### config.mk
export PLATFORM = sky130hd
export DESIGN_NAME = double_ended_queue
export DESIGN_NICKNAME = d
export VERILOG_FILES = /design/src/rtl/deq_pkg.sv /design/src/rtl/double_ended_queue.sv /design/src/rtl/deq_cell.sv
export SDC_FILE = /design/constraint.sdc
export NUM_CORES = 1
export LEC_CHECK = 0
export CORE_ASPECT_RATIO = 1.75
export CORE_MARGIN = 2
export CORE_UTILIZATION = 50
export DETAILED_ROUTE_END_ITERATION = 8
export DONT_BUFFER_PORTS = 1
export HOLD_SLACK_MARGIN = 0.08
export PLACE_DENSITY = 0.63
export SLEW_MARGIN = 20
export SYNTH_ARGS = -nofsm -noshare
export SYNTH_HDL_FRONTEND = slang
export SYNTH_HIERARCHICAL = 1
export SYNTH_SLANG_ARGS = --single-unit
### constraint.sdc
create_clock -name clk -period 4.36 [get_ports clk]
set_clock_uncertainty 0.2 [all_clocks]
set_input_delay 0 -clock clk [delete_from_list [all_inputs] [get_ports clk]]
set_output_delay 0 -clock clk [all_outputs]
set_load 0.02 [all_outputs]
### src/rtl/deq_pkg.sv
package deq_pkg;

  localparam int DEPTH      = 16;
  localparam int DATA_WIDTH = 8;
  localparam int CNT_W      = $clog2(DEPTH + 1);

  typedef enum logic [2:0] {
    FN_PUSH_REAR  = 3'd0,
    FN_PUSH_FRONT = 3'd1,
    FN_POP_FRONT  = 3'd2,
    FN_POP_REAR   = 3'd3,
    FN_CLEAR      = 3'd4,
    FN_LENGTH     = 3'd5
  } func_t;

  typedef enum logic [1:0] {
    ST_OK    = 2'd0,
    ST_FULL  = 2'd1,
    ST_EMPTY = 2'd2
  } status_t;

  // one-cycle command broadcast to every cell of the row
  typedef struct packed {
    logic push_front;
    logic pop_front;
    logic push_rear;
    logic pop_rear;
    logic clear_all;
  } cell_ctl_t;

endpackage

### src/rtl/double_ended_queue.sv
// Bounded double-ended queue of deq_pkg::DEPTH entries. Each request (start
// high while busy is low) names one operation: push rear, push front, pop
// front, pop rear, clear or length query; codes 6 and 7 act as a length
// query. Every request returns exactly one result in the next cycle, marked by
// done for a single cycle; the receiver cannot stall, so capture it then.
// busy never rises: a request may be issued in every cycle, one result per
// cycle. The entries live in a row of cells, front at cell 0; pushes and
// pops at the front shift the whole row one place, while rear operations
// touch only the cell at the boundary of the held entries.
// A push to a full queue returns status full, a pop from an empty queue
// returns data_out zero with status empty; neither changes the state.
module double_ended_queue (
  input  logic                             clk,
  input  logic                             rst,
  input  logic                             start,
  output logic                             busy,
  input  logic [2:0]                       func,
  input  logic [deq_pkg::DATA_WIDTH-1:0]   data_in,
  output logic                             done,
  output logic [deq_pkg::DATA_WIDTH-1:0]   data_out,
  output logic [1:0]                       status,
  output logic [deq_pkg::CNT_W-1:0]        count,
  output logic                             is_empty
);

  localparam logic [deq_pkg::CNT_W-1:0] FULL_CNT = deq_pkg::CNT_W'(deq_pkg::DEPTH);

  logic [deq_pkg::CNT_W-1:0]      fill;
  logic [deq_pkg::CNT_W-1:0]      fill_next;
  logic                           full;
  logic                           empty;
  logic                           accept;
  deq_pkg::func_t                 fn;
  deq_pkg::cell_ctl_t             ctl;
  deq_pkg::status_t               status_next;
  logic [deq_pkg::DATA_WIDTH-1:0] data_next;

  logic [deq_pkg::DATA_WIDTH-1:0] cell_data  [deq_pkg::DEPTH];
  logic                           cell_occ   [deq_pkg::DEPTH];
  logic [deq_pkg::DATA_WIDTH-1:0] rear_chain [deq_pkg::DEPTH+1];

  // one request per cycle, always
  assign busy   = 1'b0;
  assign accept = start && !busy;
  assign fn     = deq_pkg::func_t'(func);
  assign full   = (fill == FULL_CNT);
  assign empty  = (fill == '0);

  // decode the request into a row command; refused pushes and pops drop out here
  always_comb begin
    ctl         = '0;
    fill_next   = fill;
    status_next = deq_pkg::ST_OK;
    data_next   = '0;
    unique case (fn)
      deq_pkg::FN_PUSH_REAR, deq_pkg::FN_PUSH_FRONT: begin
        if (full) begin
          status_next = deq_pkg::ST_FULL;
        end else begin
          ctl.push_rear  = (fn == deq_pkg::FN_PUSH_REAR);
          ctl.push_front = (fn == deq_pkg::FN_PUSH_FRONT);
          fill_next      = fill + 1'b1;
        end
      end
      deq_pkg::FN_POP_FRONT, deq_pkg::FN_POP_REAR: begin
        if (empty) begin
          status_next = deq_pkg::ST_EMPTY;
        end else begin
          ctl.pop_front = (fn == deq_pkg::FN_POP_FRONT);
          ctl.pop_rear  = (fn == deq_pkg::FN_POP_REAR);
          data_next     = (fn == deq_pkg::FN_POP_FRONT) ? cell_data[0]
                                                        : rear_chain[deq_pkg::DEPTH];
          fill_next     = fill - 1'b1;
        end
      end
      deq_pkg::FN_CLEAR: begin
        ctl.clear_all = 1'b1;
        fill_next     = '0;
      end
      default: begin
        // length query and the unused codes: leave the state alone
      end
    endcase
    if (!accept) begin
      ctl       = '0;
      fill_next = fill;
    end
  end

  // the row of cells; the rear value ripples along rear_chain
  assign rear_chain[0] = '0;

  for (genvar i = 0; i < deq_pkg::DEPTH; i++) begin : g_cell
    logic [deq_pkg::DATA_WIDTH-1:0] ld;
    logic                           lo;
    logic [deq_pkg::DATA_WIDTH-1:0] rd;
    logic                           ro;

    if (i == 0) begin : g_first
      // the front of the row sees the pushed value and counts as held
      assign ld = data_in;
      assign lo = 1'b1;
    end else begin : g_mid
      assign ld = cell_data[i-1];
      assign lo = cell_occ[i-1];
    end

    if (i == deq_pkg::DEPTH - 1) begin : g_last
      assign rd = '0;
      assign ro = 1'b0;
    end else begin : g_inner
      assign rd = cell_data[i+1];
      assign ro = cell_occ[i+1];
    end

    deq_cell u_cell (
      .clk        (clk),
      .rst        (rst),
      .ctl        (ctl),
      .push_data  (data_in),
      .left_data  (ld),
      .left_occ   (lo),
      .right_data (rd),
      .right_occ  (ro),
      .rear_in    (rear_chain[i]),
      .data_q     (cell_data[i]),
      .occ        (cell_occ[i]),
      .rear_out   (rear_chain[i+1])
    );
  end

  always_ff @(posedge clk) begin
    if (rst) begin
      fill <= '0;
      done <= 1'b0;
    end else begin
      fill <= fill_next;
      done <= accept;
    end
  end

  // register the result; it holds until the next accepted request
  always_ff @(posedge clk) begin
    if (accept) begin
      data_out <= data_next;
      status   <= status_next;
      count    <= fill_next;
      is_empty <= (fill_next == '0);
    end
  end

  a_fill_bound: assert property (@(posedge clk) disable iff (rst)
    fill <= FULL_CNT)
    else $error("entry count beyond depth");

  a_done_follows: assert property (@(posedge clk) disable iff (rst)
    accept |=> done)
    else $error("request without result strobe");

  a_count_matches: assert property (@(posedge clk) disable iff (rst)
    done |-> (count == fill) && (is_empty == (fill == '0)))
    else $error("reported count disagrees with held count");

  a_front_occ: assert property (@(posedge clk) disable iff (rst)
    cell_occ[0] == !empty)
    else $error("front cell occupancy disagrees with count");

  a_refused_zero: assert property (@(posedge clk) disable iff (rst)
    done && (status != deq_pkg::ST_OK) |-> (data_out == '0))
    else $error("refused request returned data");

endmodule

### src/rtl/deq_cell.sv
module deq_cell (
  input  logic                             clk,
  input  logic                             rst,
  input  deq_pkg::cell_ctl_t               ctl,
  input  logic [deq_pkg::DATA_WIDTH-1:0]   push_data,
  input  logic [deq_pkg::DATA_WIDTH-1:0]   left_data,
  input  logic                             left_occ,
  input  logic [deq_pkg::DATA_WIDTH-1:0]   right_data,
  input  logic                             right_occ,
  input  logic [deq_pkg::DATA_WIDTH-1:0]   rear_in,
  output logic [deq_pkg::DATA_WIDTH-1:0]   data_q,
  output logic                             occ,
  output logic [deq_pkg::DATA_WIDTH-1:0]   rear_out
);

  logic is_rear;
  logic is_slot;

  // rear entry: held here, nothing held to the right
  assign is_rear  = occ && !right_occ;
  // first free slot: empty here, held (or the row's start) to the left
  assign is_slot  = !occ && left_occ;
  assign rear_out = rear_in | (data_q & {deq_pkg::DATA_WIDTH{is_rear}});

  always_ff @(posedge clk) begin
    if (rst) begin
      occ <= 1'b0;
    end else if (ctl.clear_all) begin
      occ <= 1'b0;
    end else if (ctl.push_front) begin
      occ <= left_occ;
    end else if (ctl.pop_front) begin
      occ <= right_occ;
    end else if (ctl.push_rear && is_slot) begin
      occ <= 1'b1;
    end else if (ctl.pop_rear && is_rear) begin
      occ <= 1'b0;
    end
  end

  always_ff @(posedge clk) begin
    if (ctl.push_front) begin
      data_q <= left_data;
    end else if (ctl.pop_front) begin
      data_q <= right_data;
    end else if (ctl.push_rear && is_slot) begin
      data_q <= push_data;
    end
  end

endmodule
Word level (Yosys, flattened, before mapping)

Cells that the tools add are included.

Bits in registers: 166
Input bits: 14
Logic and storage cells: 309

$add $sub $neg: 2
Equality and inequality tests: 5
Multiplexer cells: 130
Bitwise logic cells: 32
Reductions and logical operators: 102

Operators by type and width:

| operator              | count |
|---|---|
| $mux W8               | 49 |
| $and A8 B8 Y8         | 16 |
| $or A8 B8 Y8          | 15 |
| $mux W1               | 74 |
| $reduce_bool A4 Y1    | 16 |
| $reduce_bool A3 Y1    | 16 |
| $logic_and A1 B1 Y1   | 47 |
| $mux W5               | 4 |
| $logic_not A1 Y1      | 16 |
| $pmux W5 S3           | 1 |
| $logic_not A5 Y1      | 2 |
| $reduce_or A2 Y1      | 4 |
| $eq A3 B2 Y1 const B  | 2 |
| $add A5 B1 Y5 const B | 1 |
| $eq A5 B5 Y1 const B  | 1 |
| $sub A5 B1 Y5 const B | 1 |
| $pmux W2 S2           | 1 |
| $eq A3 B1 Y1 const B  | 1 |
| $eq A3 B3 Y1 const B  | 1 |
| $logic_not A3 Y1      | 1 |
| $mux W2               | 1 |
| $not A1 Y1            | 1 |

Logic depth before layout (Yosys ltp)

Gate-level depths: netlist of the first run.

Depth in word-level cells: 19
Mapped depth: 20
Gate-level depth less buffers: 19

By module

The synthesis of the first run kept the hierarchy.

By module, submodules not included:

| module             | times used | cells each | area an instance (µm²) |
|---|---|---|---|
| deq_cell           | 16         | 55         | 570.5 |
| double_ended_queue | 1          | 112        | 1182.4 |

Worst setup path before layout of the first run

Ideal clock, no wire load.

Kind: flip-flop to flip-flop
From: register g_cell[1].u_cell.occ
To: register data_out[0] (netlist bit) (data pin)
Arrival time: 3.022 ns
Data required time: 3.894 ns
Path slack: 0.872 ns
Cell stages (with the launch flop): 21
Path buffers: 1
Period minus slack after synthesis: 3.488 ns
Path through: dfxtp_1 nor2b_1 buf_2 a21o_1 a21o_1 a21o_1 a21o_1 a21o_1 a21o_1 a21o_1 a21o_1 a21o_1 a21o_1 a21o_1 a21o_1 a21o_1 a21o_1 a21o_1 a21o_1 mux2i_1 nor2_1

RTL lines:

| item                     | RTL line                  | source |
|---|---|---|
| start: declaration       | deq_cell.sv:12            | `output logic occ,` |
| start signal: assignment | deq_cell.sv:31            | `occ <= left_occ;` |
| start signal: assignment | deq_cell.sv:33            | `occ <= right_occ;` |
| end signal: assignment   | double_ended_queue.sv:145 | `data_out <= data_next;` |
| end: declaration         | double_ended_queue.sv:20  | `output logic [deq_pkg::DATA_WIDTH-1:0] data_out,` |

==> out/results.tsv, run 1 <==
metric	value	unit
status	completed	
grt met3 use	0.0481	
overall global routing resource usage	0.258	
# rows	69	
worst min-delay path class	primary input to flip-flop	
Syn. warnings	6	
busiest grt layer	met2	
maximum fanout along the worst path	8	
type of destination of the critical path	flip-flop	
Die Span Y	194	um
largest net degree at the start of global routing	96	
area grow syn2layout	9.19	%
post-route ant nets	0	
DRT iter0 DRCs	773	
clock transition at the registers of the reported paths	70	ps
worst skew pair latency	440	ps
drt wl/cell	22.0	um
FFs w/ async S/R, synth	0	
drt pass-1 iters	5	
Global Route met2 Usage	0.421	
share of layout cells above drive strength 1	0.108	
die footprint	0.0218	mm^2
critical path arrival	3840	ps
gr ovfl total	0	
nets@finish	1015	
Root Buffer Master	clkbuf_16	
post-CTS sizing	0	
DP HPWL	18700	um
Vias	7597	
Max Freq	260	MHz
final setup fails	0	
Starting Density	0.508	
clock share of power	0.428	
Seq cells post-synth	166	
mean post-synth cell area	10.4	um^2
H-Tree Depth	4	
combinational power share	0.108	
vias in the first global route	7460	
crit share post-route	0.884	
final WL	27700	um
clk buf depth	2	
Least-Margin Pin Slew	1120	ps
max-slew violation count	0	
core area	0.0203	mm^2
Distinct cells, synth	46	
crit start category	flip-flop	
global-route wire length before repair	43700	um
chip width	113	um
top_reg_cell synth	edfxtp_1	
Final Cell Area	0.0113	mm^2
RSZ-0062 raised after global routing	false	
Mapped Cells	992	
cell internal pwr	0.00302	W
Ports	32	
P_leak	3.98	nW
power share of the sequential group	0.464	
register area share after synthesis	0.462	
CTS Sinks	166	
Mapped Area	0.0103	mm^2
FILL cells	1782	
CP required	4350	ps
Max Cap Viol	0	
Fin Setup TNS	0	ps
Switching Power	0.000984	W
number of remaining DRC errors	0	
vias per std cell	6.02	
critical path type	flip-flop to flip-flop	
pwr/cell area	355	mW/mm^2
GRT met1 Usage	0.329	
sw frac	0.246	
total CTS buffers	17	
CTS tree	done	
gpl congestion	0.890	
number of port buffers	0	
VDD IR max	0.394	mV
Max transition margin	0.255	
number of synthesized flops with an enable pin	144	
initial antenna violation count	3	
Tmin final	3850	ps
Placed Area	0.0104	mm^2
Final Hold Violating Endpoints	0	
==> what timing repair did <==
| action | CTS | global route |
|---|---|---|
| buffers inserted | 0 | 0 |
| hold buffers | 21 | 0 |
| setup endpoints to repair | 0 | 0 |
| endpoints found under the hold margin | 182 | 0 |
==> per-stage QoR <==
step                total power (W)  instances  utilization  setup WS, ps  hold slack, ps
finish                      0.00400       1261        0.555           507             118
CTS                         0.00402       1260        0.555           526             106
floorplan                   0.00218       1011            -           872            -133
global route                0.00412       1260        0.555           309             151
global placement            0.00226       1207        0.511           563            -122
detailed placement          0.00226       1207        0.511           547            -116
==> synthesized netlist by cell type, types with 2 or more instances <==
cell | n | area (um^2)
a211oi_1 | 2 | 15.0
a21boi_0 | 16 | 120
a21o_1 | 129 | 968
a21oi_1 | 19 | 95.1
and2_1 | 16 | 100
and3_1 | 2 | 12.5
buf_2 | 32 | 160
buf_6 | 33 | 372
clkbuf_1 | 3 | 11.3
conb_1 | 2 | 7.51
dfxtp_1 | 22 | 440
edfxtp_1 | 144 | 4320
ha_1 | 2 | 25.0
inv_1 | 5 | 18.8
inv_2 | 16 | 60.1
mux2i_1 | 137 | 1370
nand2_1 | 148 | 556
nand2b_1 | 4 | 25.0
nand3_1 | 5 | 25.0
nor2_1 | 33 | 124
nor2_4 | 16 | 180
nor2b_1 | 21 | 131
nor3b_1 | 3 | 22.5
o21ai_0 | 34 | 170
o21ai_1 | 97 | 485
o21ai_2 | 16 | 140
o221a_1 | 16 | 180
==> power groups by stage <==
| stage | sequential (W) | combinational, W | clock, W |
|---|---|---|---|
| 2_1_floorplan | 0.00187 | 0.000311 | 0 |
| 5_1_grt | 0.00186 | 0.000475 | 0.00179 |
| 3_3_place_gp | 0.00189 | 0.000369 | 0 |
| 6_report | 0.00185 | 0.000432 | 0.00171 |
| 3_5_place_dp | 0.00189 | 0.000374 | 0 |
| 4_1_cts | 0.00185 | 0.000429 | 0.00174 |
==> critical path: stages, from the launching register on <==
cell     delay, ps
dfxtp_1        440
nor2b_1        190
a21o_1         210
a21o_1         150
a21o_1         150
a21o_1         150
a21o_1         160
a21o_1         150
a21o_1         160
a21o_1         150
a21o_1         150
a21o_1         180
a21o_1         160
a21o_1         150
a21o_1         160
a21o_1         160
a21o_1         160
a21o_1         170
mux2i_1        140
nor2_1          50
==> path summary, 6_finish.rpt <==
path | start | slack [ps] | cells after the start | to
min reg2reg | g_cell[14].u_cell/data_q[5] | 390 | 2 | g_cell[15].u_cell/data_q[5]
max | g_cell[1].u_cell/occ | 510 | 19 | data_out[0]
max reg2reg | g_cell[1].u_cell/occ | 510 | 19 | data_out[0]
min | func[0] | 120 | 4 | g_cell[9].u_cell/occ
==> kinds of logic (layout without fill, tap and decap cells) <==
| group | count (synthesis) | in the layout | synth area share |
|---|---|---|---|
| AO/OA/AOI/OAI | 335 | 335 | 0.216 |
| XOR/XNOR | 1 | 1 | 0.000850 |
| adder cells (fa/ha/maj) | 2 | 2 | 0.00243 |
| buffers and inverters | 90 | 91 | 0.0610 |
| flip-flops | 166 | 166 | 0.462 |
| multiplexers | 139 | 139 | 0.136 |
| other | 2 | 22 | 0.000728 |
| AND/OR/NAND/NOR | 257 | 257 | 0.122 |
==> area by class of cell <==
class	count	area (um^2)	area share
Multi-Input combinational cell	755	5020	0.446
Sequential cell	166	4760	0.423
Clock buffer	18	439	0.0390
Timing Repair Buffer	38	423	0.0376
Tap cell	248	310	0.0276
Clock inverter	14	223	0.0198
Inverter	21	78.8	0.00700
Antenna cell	1	2.50	0.000222
==> routing by layer <==
metal | vias to the layer above | wire length [um]
li1 | 3614 | -
met1 | 3661 | 11400
met2 | 256 | 13900
met3 | 62 | 1260
met4 | 4 | 1160
met5 | - | 24
==> layout by cell type (no fill, tap or decap), types with 19 or more instances in the layout <==
| cell | n |
|---|---|
| conb_1 | 21 |
| mux2i_1 | 137 |
| edfxtp_1 | 144 |
| a21o_1 | 129 |
| nor2b_1 | 21 |
| a21oi_1 | 19 |
| dfxtp_1 | 22 |
| dlygate4sd3_1 | 20 |
| nor2_1 | 30 |
| o21ai_1 | 97 |
| nand2_1 | 148 |
| o21ai_0 | 34 |
==> flip-flops by register name, indices dropped and copies added, names as in the netlist <==
| register | count |
|---|---|
| data_out | 8 |
| count | 5 |
| done | 1 |
| g_cell.u_cell/data_q | 128 |
| status | 2 |
| is_empty | 1 |
| g_cell.u_cell/occ | 16 |
| fill | 5 |
Power figures use the tool's default switching activity.
==> run 2, diff against run 1 <==
--- a/config.mk
+++ b/config.mk
@@ -11,7 +11,6 @@
 export DETAILED_ROUTE_END_ITERATION = 8
 export DONT_BUFFER_PORTS = 1
 export HOLD_SLACK_MARGIN = 0.08
-export PLACE_DENSITY = 0.63
 export SLEW_MARGIN = 20
 export SYNTH_ARGS = -nofsm -noshare
 export SYNTH_HDL_FRONTEND = slang
==> out/results.tsv, run 2 (synthesis results as in run 1) <==
metric	value	unit	change
Reg with most FFs	g_cell.u_cell/data_q		unchanged
final WL	28800	um	was 27,700 um
crit start category	flip-flop		unchanged
max-slew violation count	0		unchanged
RSZ-0062 raised after global routing	false		unchanged
Max Cap Viol	0		unchanged
cells on worst reg2reg path	19		unchanged
gpl congestion	0.875		was 0.890
clock transition at the registers of the reported paths	70	ps	about the same
largest net degree at the start of global routing	127		was 96
HP Start	start		was func[0]
worst hold path depth	4		unchanged
Ports	32		unchanged
die footprint	0.0218	mm^2	unchanged
Reg-to-Reg Start	g_cell[1].u_cell/occ		unchanged
chip width	113	um	unchanged
VDD IR max	0.335	mV	was 0.394 mV
Least-Margin Pin Slew	1150	ps	was 1120 ps
CP Launch Point	g_cell[1].u_cell/occ		unchanged
DRT iter0 DRCs	671		was 773
CTS tree	done		unchanged
gr ovfl total	0		unchanged
crit share post-route	0.894		was 0.884
status	completed		unchanged
Fin Setup TNS	0	ps	unchanged
Post-Place Setup Slack	524	ps	was 547 ps
global-route wire length before repair	44000	um	was 43,700 um
Max transition margin	0.234		was 0.255
critical path arrival	3880	ps	was 3840 ps
Min-Delay Endpoint	g_cell[14].u_cell/data_q[1]		was g_cell[9].u_cell/occ
Worst Setup Slack, final	464	ps	was 507 ps
Root Buffer Master	clkbuf_16		unchanged
post-CTS sizing	0		unchanged
Top Registers	g_cell.u_cell/data_q (128), g_cell.u_cell/occ (16), data_out (8)		unchanged
total power	0.00387	W	was 0.00400 W
number of port buffers	0		unchanged
core area	0.0203	mm^2	unchanged
DP HPWL	18700	um	about the same
number of remaining DRC errors	0		unchanged
total CTS buffers	17		unchanged
final setup fails	0		unchanged
drt wl/cell	22.9	um	was 22.0 um
worst skew pair latency	440	ps	about the same
CP required	4340	ps	was 4350 ps
initial antenna violation count	1		was 3
Max Freq	257	MHz	was 260 MHz
hold buffers post-CTS	23		was 21
# rows	69		unchanged
pwr/cell area	348	mW/mm^2	was 355 mW/mm^2
Vias	7523		was 7,597
critical path type	flip-flop to flip-flop		unchanged
clk buf depth	2		unchanged
commonest non-fill, non-tap cells in the layout	nand2_1 (148), edfxtp_1 (144), mux2i_1 (137), a21o_1 (129), o21ai_1 (97)		unchanged
Final Hold Violating Endpoints	0		unchanged
Starting Density	0.508		unchanged
area grow syn2layout	7.90	%	was 9.19%
CTS Sinks	166		unchanged
overall global routing resource usage	0.265		was 0.258
max FFs per register	128		unchanged
P_leak	3.91	nW	was 3.98 nW
vias per std cell	5.99		was 6.02
setup slack, reg-to-reg	460	ps	was 510 ps
H-Tree Depth	4		unchanged
maximum fanout along the worst path	8		unchanged
type of destination of the critical path	flip-flop		unchanged
drt pass-1 iters	5		unchanged
worst min-delay path class	primary input to flip-flop		unchanged
Die Span Y	194	um	unchanged
Tmin final	3900	ps	was 3850 ps
commonest non-fill, non-tap cell in the layout	nand2_1		unchanged
share of layout cells above drive strength 1	0.0984		was 0.108
post-route ant nets	0		unchanged
FILL cells	1802		was 1,782
Setup Fix Bufs, Post-CTS	0		unchanged
vias in the first global route	7109		was 7,460
nets@finish	1009		was 1,015
Worst R2R End	data_out[1]		was data_out[0]
## run 2: cell count changes in the layout (fill, tap and decap cells not counted), sizes merged
cell         previous run  this run
bufinv                  5         3
clkbuf                 18        19
dlygate4sd3            20        22
inv                    24        23
clkinvlp                2         3
clkinv                  4         5
buf                    18        10
## run 2: cell type report
| cell class | instances | area, um^2 | share of cell area |
|---|---|---|---|
| multi-input combinational | 755 | 5020 | 0.451 |
| sequential | 166 | 4760 | 0.428 |
| clock buffer | 19 | 433 | 0.0389 |
| timing repair buffer | 32 | 345 | 0.0310 |
| tap | 248 | 310 | 0.0279 |
| clock inverter | 13 | 174 | 0.0156 |
| inverter | 21 | 78.8 | 0.00709 |
| antenna | 1 | 2.50 | 0.000225 |
## run 2: power by group
part	leakage [nW]	switching, W	internal [W]
combinational	2.11	0.000246	0.000184
sequential	1.51	0.0000642	0.00179
clock	0.284	0.000671	0.000909
## run 2: worst max path at each step
stage                        to  slack [ps]
global placement    data_out[1]         540
floorplan           data_out[0]         870
finish              data_out[1]         460
global route        data_out[1]         270
CTS                 data_out[1]         510
detailed placement  data_out[1]         520
## run 2: worst max-delay path, stage by stage (launching register included)
cell and delay [ps]:
dfxtp_1 450, nor2b_1 190, a21o_1 210, a21o_1 150
a21o_1 170, a21o_1 150, a21o_1 170, a21o_1 160
a21o_1 150, a21o_1 160, a21o_1 160, a21o_1 160
a21o_1 160, a21o_1 170, a21o_1 170, a21o_1 160
a21o_1 160, a21o_1 160, mux2i_1 140, nor2_1 50
## run 2: metrics by stage
stage	area, um^2	util	hold slack (ps)	instances
floorplan	10400	-	-133	1011
global placement	10300	0.507	-122	1199
detailed placement	10300	0.507	-119	1199
CTS	11100	0.548	81.5	1254
global route	11100	0.548	112	1254
finish	11100	0.548	64.4	1255
## run 2: layer usage
| metal | vias to the layer above | share of wire | GRT usage |
|---|---|---|---|
| met5 | - | 0 | 0 |
| met4 | 0 | 0.027 | 0.0930 |
| met3 | 49 | 0.041 | 0.0359 |
| met2 | 242 | 0.51 | 0.456 |
| met1 | 3622 | 0.42 | 0.339 |
| li1 | 3610 | - | - |
==> run 3, diff against run 2 <==
--- a/config.mk
+++ b/config.mk
@@ -8,6 +8,7 @@
 export CORE_ASPECT_RATIO = 1.75
 export CORE_MARGIN = 2
 export CORE_UTILIZATION = 50
+export CTS_BUF_LIST = sky130_fd_sc_hd__clkbuf_4 sky130_fd_sc_hd__clkbuf_8
 export DETAILED_ROUTE_END_ITERATION = 8
 export DONT_BUFFER_PORTS = 1
 export HOLD_SLACK_MARGIN = 0.08
==> out/results.tsv, run 3 (synthesis results as in run 1) <==
metric	value	unit	change
status	completed		unchanged
critical path arrival	3930	ps	was 3880 ps
commonest non-fill, non-tap cell in the layout	nand2_1		unchanged
combinational power share	0.123		was 0.111
Fin Setup TNS	0	ps	unchanged
Ports	32		unchanged
worst hold path depth	3		was 4
Root Buffer Master	clkbuf_8		was clkbuf_16
register area	0.00476	mm^2	unchanged
pwr/cell area	319	mW/mm^2	was 348 mW/mm^2
post-route ant nets	0		unchanged
share of layout cells above drive strength 1	0.100		was 0.0984
H-Tree Depth	4		unchanged
area of the multi-input gates	0.00502	mm^2	unchanged
FILL cells	1825		was 1,802
final WL	28500	um	was 28,800 um
critical path type	flip-flop to flip-flop		unchanged
core area	0.0203	mm^2	unchanged
crit start category	flip-flop		unchanged
number of port buffers	0		unchanged
final hold slack	294	ps	was 64.4 ps
drt pass-1 iters	5		unchanged
max FFs per register	128		unchanged
Max Freq	256	MHz	was 257 MHz
largest net degree at the start of global routing	127		unchanged
Final Hold Violating Endpoints	0		unchanged
overall global routing resource usage	0.263		was 0.265
type of destination of the critical path	flip-flop		unchanged
max-slew violation count	0		unchanged
chip width	113	um	unchanged
HP Start	rst		was start
P_leak	3.82	nW	was 3.91 nW
cells on worst reg2reg path	19		unchanged
die footprint	0.0218	mm^2	unchanged
CTS tree	done		unchanged
gr ovfl total	0		unchanged
Min-Delay Endpoint	fill[1]		was g_cell[14].u_cell/data_q[1]
Placed Area	0.0103	mm^2	unchanged
clock transition at the registers of the reported paths	90	ps	was 70 ps
Max transition margin	0.209		was 0.234
CP Launch Point	g_cell[1].u_cell/occ		unchanged
Final Cell Area	0.0109	mm^2	was 0.0111 mm^2
Tmin final	3910	ps	was 3900 ps
initial antenna violation count	4		was 1
commonest non-fill, non-tap cells in the layout	nand2_1 (148), edfxtp_1 (144), mux2i_1 (137), a21o_1 (129), o21ai_1 (97)		unchanged
worst min-delay path class	primary input to flip-flop		unchanged
RSZ-0062 raised after global routing	false		unchanged
Setup Fix Bufs, Post-CTS	0		unchanged
maximum fanout along the worst path	8		unchanged
sw frac	0.267		was 0.254
Switching Power	0.000932	W	was 0.000982 W
nets@finish	1008		was 1,009
global-route wire length before repair	43700	um	was 44,000 um
# rows	69		unchanged
Reg with most FFs	g_cell.u_cell/data_q		unchanged
CTS Sinks	166		unchanged
crit share post-route	0.896		was 0.894
Starting Density	0.508		unchanged
Vias	7500		was 7,523
clk buf depth	2		unchanged
vias in the first global route	7095		was 7,109
total CTS buffers	17		unchanged
Die Span Y	194	um	unchanged
Least-Margin Pin Slew	1190	ps	was 1150 ps
gpl congestion	0.875		unchanged
cell internal pwr	0.00256	W	was 0.00289 W
clock share of power	0.346		was 0.409
Post-Route Utilization	0.539		was 0.548
Worst R2R End	data_out[1]		unchanged
Reg-to-Reg Start	g_cell[1].u_cell/occ		unchanged
number of remaining DRC errors	0		unchanged
Worst Setup Slack, final	453	ps	was 464 ps
DRT iter0 DRCs	633		was 671
drt wl/cell	22.8	um	was 22.9 um
power share of the sequential group	0.531		was 0.480
Post-Place Setup Slack	524	ps	unchanged
CP required	4390	ps	was 4340 ps
Top Registers	g_cell.u_cell/data_q (128), g_cell.u_cell/occ (16), data_out (8)		unchanged
final setup fails	0		unchanged
DP HPWL	18700	um	unchanged
worst skew pair latency	480	ps	was 440 ps
Max Cap Viol	0		unchanged
setup slack, reg-to-reg	450	ps	was 460 ps
vias per std cell	5.98		was 5.99
area grow syn2layout	6.02	%	was 7.90%
VDD IR max	0.243	mV	was 0.335 mV
## run 3: cell count changes in the layout (fill, tap and decap cells not counted), sizes merged
cell         delta
dlygate4sd3     -1
## run 3: layer usage
metal | global-route usage | wire length (um)
met4 | 0.116 | 1160
met1 | 0.334 | 11700
met3 | 0.0463 | 1250
met2 | 0.439 | 14400
met5 | 0 | 33
## run 3: area by class of cell
type / count / area share
Multi-Input combinational cell: 755 / 0.459
Sequential cell: 166 / 0.436
Timing Repair Buffer: 31 / 0.0307
Tap cell: 248 / 0.0284
Clock buffer: 19 / 0.0228
Clock inverter: 13 / 0.0159
Inverter: 21 / 0.00721
Antenna cell: 1 / 0.000229
## run 3: worst max path at each step
| stage | end | slack (ps) | depth (start not counted) |
|---|---|---|---|
| global route | data_out[1] | 270 | 19 |
| CTS | data_out[1] | 510 | 19 |
| finish | data_out[1] | 450 | 19 |
| global placement | data_out[1] | 540 | 19 |
| detailed placement | data_out[1] | 520 | 19 |
| floorplan | data_out[0] | 870 | 20 |
## run 3: power groups by stage
stage	Clock [W]	Combinational, W	Sequential [W]
6_report	0.00121	0.000430	0.00185
5_1_grt	0.00129	0.000470	0.00186
4_1_cts	0.00123	0.000426	0.00186
3_5_place_dp	0	0.000370	0.00189
3_3_place_gp	0	0.000367	0.00189
2_1_floorplan	0	0.000311	0.00187
## run 3: what timing repair did
action | CTS | global route
hold buffers | 22 | 0
hold endpoints to repair | 182 | 0
gates resized for setup | 0 | 0
## run 3: worst max-delay path, stage by stage (launching register included)
cell	delay, ps
dfxtp_1	460
nor2b_1	200
a21o_1	210
a21o_1	150
a21o_1	160
a21o_1	150
a21o_1	180
a21o_1	160
a21o_1	150
a21o_1	160
a21o_1	160
a21o_1	160
a21o_1	160
a21o_1	170
a21o_1	170
a21o_1	160
a21o_1	160
a21o_1	160
mux2i_1	140
nor2_1	50
## run 3: per-stage QoR
step	instances	total power, W
2_1_floorplan	1011	0.00218
3_3_place_gp	1199	0.00226
3_5_place_dp	1199	0.00226
4_1_cts	1253	0.00351
5_1_grt	1253	0.00362
6_report	1254	0.00349
